--- src/rtl/iffi_pkg.sv ---
package iffi_pkg;

    // Channel layout of one frame
    localparam int NCH        = 9;
    localparam int NGYRO      = 3;
    localparam int GYRO_BASE  = 3;
    localparam int FRAME_LEN  = 18;

    // Frame delimiter: 'E','B','S' followed by 0x01
    localparam logic [23:0] DELIM_HEAD = 24'h454253;
    localparam logic [7:0]  DELIM_TAIL = 8'h01;
    localparam logic [4:0]  COUNT_MAX  = 5'd31;
    localparam logic [4:0]  DELIM_LEN  = 5'd3;

    // Result queue
    localparam int QDEPTH = 4;
    localparam int QIDX_W = 2;
    localparam int QCNT_W = 3;

    // Register reset values
    localparam logic [10:0] RST_OFFSET_X = 11'h7EE;   // -18
    localparam logic [10:0] RST_OFFSET_Y = 11'd16;
    localparam logic [10:0] RST_OFFSET_Z = 11'd40;
    localparam logic [14:0] RST_DEAD_BAND = 15'd50;
    localparam logic [31:0] RST_ANGLE_GAIN = 32'd2061584;

    // Register indexes on the configuration port
    typedef enum logic [2:0] {
        CFG_GYRO_OFFSET_X = 3'd0,
        CFG_GYRO_OFFSET_Y = 3'd1,
        CFG_GYRO_OFFSET_Z = 3'd2,
        CFG_DEAD_BAND     = 3'd3,
        CFG_ANGLE_GAIN    = 3'd4
    } t_cfg_idx;

    typedef logic signed [15:0] t_sample;
    typedef t_sample t_sample_vec [NCH];
    typedef logic signed [31:0] t_angle;

    // One finished result as held in the output queue
    typedef struct {
        t_sample avg   [NCH];
        t_angle  angle [NGYRO];
    } t_result;

endpackage

--- src/rtl/iffi_window.sv ---
module iffi_window #(
    parameter int WINDOW_DEPTH = 10
) (
    input  logic                 i_clk,
    input  logic                 i_rst_n,
    input  logic                 i_valid,
    input  iffi_pkg::t_sample    i_val [iffi_pkg::NCH],
    output logic                 o_valid,
    output iffi_pkg::t_sample    o_avg [iffi_pkg::NCH]
);

    localparam int SUM_W = $clog2(WINDOW_DEPTH) + 16;
    localparam int PTR_W = (WINDOW_DEPTH > 1) ? $clog2(WINDOW_DEPTH) : 1;
    localparam int ROW_W = iffi_pkg::NCH * 16;
    localparam logic signed [SUM_W:0] DEPTH_S = (SUM_W + 1)'(WINDOW_DEPTH);

    // History rows, one per frame in the window
    logic [ROW_W-1:0]        mem [WINDOW_DEPTH];
    logic [WINDOW_DEPTH-1:0] r_hvalid;
    logic [ROW_W-1:0]        r_rd_row;
    logic                    r_rd_ok;
    logic [PTR_W-1:0]        r_ptr;
    logic [PTR_W-1:0]        r_row;
    logic                    r_v_a;
    logic                    r_v_b;
    logic                    r_v_c;
    logic [ROW_W-1:0]        r_val;
    logic signed [SUM_W-1:0] r_sum [iffi_pkg::NCH];
    iffi_pkg::t_sample       r_avg [iffi_pkg::NCH];
    logic [PTR_W-1:0]        n_ptr;
    logic [ROW_W-1:0]        n_val;

    always_comb begin
        n_ptr = (r_ptr == PTR_W'(WINDOW_DEPTH - 1)) ? '0 : r_ptr + 1'b1;
        for (int k = 0; k < iffi_pkg::NCH; k++) begin
            n_val[k*16 +: 16] = i_val[k];
        end
    end

    // Stage A: fetch the oldest row, advance the pointer
    always_ff @(posedge i_clk) begin
        if (!i_rst_n) begin
            r_v_a <= 1'b0;
            r_ptr <= '0;
        end else begin
            r_v_a <= i_valid;
            if (i_valid) begin
                r_ptr <= n_ptr;
            end
        end
    end

    always_ff @(posedge i_clk) begin
        if (i_valid) begin
            r_rd_row <= mem[r_ptr];
            r_rd_ok  <= r_hvalid[r_ptr];
            r_row    <= r_ptr;
            r_val    <= n_val;
        end
    end

    // Stage B: replace the oldest row, update running sums
    always_ff @(posedge i_clk) begin
        if (r_v_a) begin
            mem[r_row] <= r_val;
        end
    end

    always_ff @(posedge i_clk) begin
        if (!i_rst_n) begin
            r_v_b    <= 1'b0;
            r_hvalid <= '0;
            for (int k = 0; k < iffi_pkg::NCH; k++) begin
                r_sum[k] <= '0;
            end
        end else begin
            r_v_b <= r_v_a;
            if (r_v_a) begin
                r_hvalid[r_row] <= 1'b1;
                for (int k = 0; k < iffi_pkg::NCH; k++) begin
                    r_sum[k] <= r_sum[k]
                        + SUM_W'($signed(r_val[k*16 +: 16]))
                        - (r_rd_ok ? SUM_W'($signed(r_rd_row[k*16 +: 16])) : '0);
                end
            end
        end
    end

    // Stage C: average, truncated toward zero
    always_ff @(posedge i_clk) begin
        if (!i_rst_n) begin
            r_v_c <= 1'b0;
        end else begin
            r_v_c <= r_v_b;
        end
    end

    always_ff @(posedge i_clk) begin
        if (r_v_b) begin
            for (int k = 0; k < iffi_pkg::NCH; k++) begin
                r_avg[k] <= 16'(($signed({r_sum[k][SUM_W-1], r_sum[k]}) / DEPTH_S));
            end
        end
    end

    assign o_valid = r_v_c;
    assign o_avg   = r_avg;

    // Frames are at least four input bytes apart, so stages never overlap
    a_spacing: assert property (@(posedge i_clk) disable iff (!i_rst_n)
        i_valid |-> !r_v_a && !r_v_b)
        else $error("window: frame entered while previous frame in stage A/B");

    a_row_marked: assert property (@(posedge i_clk) disable iff (!i_rst_n)
        r_v_a |=> r_hvalid[$past(r_row)])
        else $error("window: written row not marked valid");

endmodule

--- config.mk ---
export PLATFORM = sky130hd
export DESIGN_NAME = iffi_window
export DESIGN_NICKNAME = d
export VERILOG_FILES = /design/src/rtl/iffi_pkg.sv /design/src/rtl/iffi_window.sv
export SDC_FILE = /design/constraint.sdc
export NUM_CORES = 2
export LEC_CHECK = 0
export ABC_AREA = 0
export BUFFER_PORTS_ARGS = -buffer_cell sky130_fd_sc_hd__buf_2
export CORE_ASPECT_RATIO = 1.4
export CORE_MARGIN = 3
export CORE_UTILIZATION = 55
export DETAILED_ROUTE_END_ITERATION = 6
export PLACE_DENSITY = 0.7
export SYNTH_ARGS = -nofsm -noshare
export SYNTH_HDL_FRONTEND = slang
export SYNTH_SLANG_ARGS = --single-unit
--- constraint.sdc ---
create_clock -name i_clk -period 19.85 [get_ports i_clk]
set_input_delay 1.985 -clock i_clk [delete_from_list [all_inputs] [get_ports i_clk]]
set_output_delay 1.985 -clock i_clk [all_outputs]
set_load 0.02 [all_outputs]
==> run_results.csv <==
group,metric,value,unit
clock_tree,clk_pin_slew_worst_paths,0.06,ns
route,drt_iter0_drc,6390,
worst_setup_path,cpPeakStageDelay,0.85,ns
worst_setup_path,cp-start-kind,"flop",
die,initial_core_util,55.4,%
yosys,synth_area,113000,µm²
die,fp-row-count,196,
yosys,synth_cell_type_count,111,
cells_and_area,layout.cells.non_filler,12285,
clock_tree,postCtsResizedCells,0,
yosys,postSynthAreaPerCell,12.2,µm²
grt,grt-ovfl-total,0,
clock_tree,clock-root-buffer,"clkbuf_16",
power_and_ir_drop,p_int,10.1,mW
place,place_ws,10.12,ns
route,drc_errors,12,
sta,setup_viol,0,
sta,period_share,50.2,%
worst_setup_path,path_class,"reg2reg",
cells_and_area,drive_gt1_share,12.1,%
yosys,seq_area_frac_synth,55.0,%
route,ant_nets,0,
cells_and_area,area_growth,9.57,%
die,ioPinCount,292,
route,vias,77698,
cells_and_area,multi_input_area,46400,µm²
sta,skew,0.0587,ns
sta,slew_headroom,11.6,%
power_and_ir_drop,p_sw_share,38.9,%
power_and_ir_drop,combPwrFrac,43.8,%
route,wirelength,284000,µm
power_and_ir_drop,p_per_area,133,nW/µm²
sta,final-hold-violation-count,0,
hold_path,hold_class,"reg2reg",
yosys,yosys-top-cells-area,"edfxtp_1 (55%), mux4_2 (5.8%), xnor2_1 (3.9%)",
cells_and_area,num-nets-final,9970,
cells_and_area,fill_cells,15868,
clock_tree,tritoncts,"yes",
yosys,synth-seq-cells,2074,
route,dr.pass1.iters,7,
clock_tree,cts.sinks,2074,
place,post-place-cells,11915,
yosys,yosys_warnings,0,
power_and_ir_drop,vdd_ir_drop_max,0.107,mV
sta,fmax,0.100,GHz
worst_setup_path,worstPathArrival,10.53,ns
worst_setup_path,crit_path_top_delay_cell,"nor4_1",
route,wl_per_cell,23.1,µm
clock_tree,clock_latency,0.86,ns
grt,antenna_found_initial,15,
run_status,failed_checks,"design-rule violations",
yosys,async_flop_share,0,%
sta,layout_setup_ws,9.88,ns
yosys,synth_edf_count,2057,
sta,rsz0062_at_grt,"false",
cells_and_area,register_area,62100,µm²
route,viasPerCell,6.32,
worst_setup_path,path_max_fanout,15,
run_status,outcome,"finished, violations left",
clock_tree,htreeDepth,4,
clock_tree,cts_buffer_depth,4,
worst_setup_path,cp-end-kind,"flop",
place,portBuffers,291,
clock_tree,postCtsHoldBufs,0,
worst_setup_path,cpMostUsedCell,"o21ai_0",
grt,first_global_vias,77292,
power_and_ir_drop,p_switching,6.42,mW
worst_setup_path,required,20.41,ns
die,fp.coreArea,204000,µm²
grt,grt_max_degree,121,
power_and_ir_drop,pwr-share-clk,23.4,%
die,dieArea,211000,µm²
place,hpwl,184000,µm
die,die_width,389,µm
yosys,syn_nets,9777,
sta,slew_violations,0,
place,place.gp.congestion,0.930,
grt,grtUsageTotal,26.5,%
cells_and_area,postLayoutCoreUtil,60.7,%
run,max_cap_viol_count,0,
power_and_ir_drop,p_leak,43.0,nW
sta,tightest_slew,1.32,ns
yosys,synth_top_area_cell,"edfxtp_1",
grt,grt_pass1_wl,442000,µm
die,fp.dieH,542,µm
yosys,synth_top_area_share,54.7,%
yosys,synth_top_flop_cell,"edfxtp_1",
sta,setup_tns,0,ns
yosys,syn_inst,9252,
clock_tree,cts_buffers,201,
power_and_ir_drop,p_seq_share,32.8,%
sta,min_period,9.97,ns
clock_tree,cts_setup_buffers,0,
==> logic make-up (layout without fill, tap and decap cells) <==
group | count (synthesis) | after routing | share of synthesized area [%]
other | 0 | 8 | 0
xor gates and xnor gates | 567 | 567 | 4.41
buffers and inverters | 1204 | 1556 | 4.05
DFF | 2074 | 2074 | 55.0
adders and majority gates | 394 | 394 | 5.46
muxes | 481 | 481 | 7.49
and+or+nand+nor | 2333 | 2333 | 10.4
AOI/OAI and AO/OA | 2199 | 2199 | 13.3
==> routing by layer <==
| metal | up-vias | track usage, % | part of all wire [%] |
|---|---|---|---|
| li1 | 35532 | - | - |
| met1 | 38892 | 33.6 | 39 |
| met2 | 2747 | 47.2 | 51 |
| met3 | 521 | 3.37 | 6.0 |
| met5 | - | 0 | 0.014 |
| met4 | 6 | 8.60 | 3.2 |
==> worst paths after layout <==
path / cells past startpoint / slack, ns / start / end
worst min-delay path: 1 / 0.47 / r_hvalid[2] / r_hvalid[2]
worst max register to register: 26 / 9.88 / r_sum[0][3] / o_avg[142]
worst max-delay path: 26 / 9.88 / r_sum[0][3] / o_avg[142]
worst min register to register: 1 / 0.47 / r_hvalid[2] / r_hvalid[2]
==> flip-flops by register name, indices dropped and copies added (netlist names) <==
signal    flops
mem        1440
o_avg       144
o_valid       1
r_hvalid     10
r_ptr         4
r_rd_ok       1
r_rd_row    144
r_row         4
r_sum       180
r_v_a         1
r_v_b         1
r_val       144
==> placed cells by master, fill, tap and decap left out, drive strengths merged, types with 75 or more instances in the layout <==
cell type / instances
a21oi: 528
a211oi: 232
o21bai: 79
inv: 798
nor3: 221
clkbuf: 235
o31ai: 94
edfxtp: 2057
nor2b: 179
a31oi: 97
nand3: 211
clkinv: 75
ha: 207
nor2: 550
o211ai: 79
nand2: 493
o21ai: 408
and2: 201
mux2i: 175
fa: 171
xnor2: 503
buf: 405
mux4: 290
nor4: 95
==> layout make-up <==
| class | count | share of cell area (%) |
|---|---|---|
| sequential | 2074 | 50.2 |
| timing repair buffer | 405 | 1.93 |
| inverter | 789 | 2.39 |
| multi-input combinational | 5974 | 37.5 |
| clock buffer | 235 | 4.22 |
| antenna | 8 | 0.0162 |
| tap | 2673 | 2.70 |
| clock inverter | 127 | 1.09 |
==> per-stage QoR <==
stage | power (mW) | hold slack [ns] | cell area, µm²
6_report | 16.5 | 0.467 | 124000
5_1_grt | 17.5 | 0.482 | 124000
4_1_cts | 16.5 | 0.467 | 124000
3_5_place_dp | 12.6 | 0.452 | 117000
3_3_place_gp | 12.5 | 0.442 | 117000
2_1_floorplan | 11.0 | 0.406 | 113000
==> synth_stat cells, drive strengths merged (45+ instances only) <==
master / n
a211oi: 232
a21oi: 528
a31oi: 97
and2: 201
and3: 54
buf: 72
clkbuf: 343
edfxtp: 2057
fa: 171
ha: 207
inv: 785
mux2i: 175
mux4: 290
nand2: 493
nand3: 211
nand4: 74
nor2: 550
nor2b: 179
nor3: 221
nor4: 95
o211ai: 79
o21ai: 408
o21bai: 79
o22ai: 52
o31ai: 94
or2: 45
or3: 73
or4: 48
xnor2: 503
xor2: 63
==> power groups by stage <==
stage | logic, mW | clock network (mW) | registers, mW
after floorplan | 5.52 | 0 | 5.52
after global placement | 6.99 | 0 | 5.49
after detailed placement | 7.11 | 0 | 5.50
after CTS | 7.16 | 3.94 | 5.41
after global routing | 8.02 | 4.09 | 5.43
final | 7.23 | 3.86 | 5.41
==> critical path: cells and delay by family, from the launching register on <==
kind                       cells  cell delay [ns]
and+or+nand+nor                9             3.61
adders and majority gates      1             0.27
AOI/OAI and AO/OA             14             4.98
xor gates and xnor gates       1             0.10
buffers and inverters          1             0.23
DFF                            1             0.48
(Power assumes the default switching activity.)
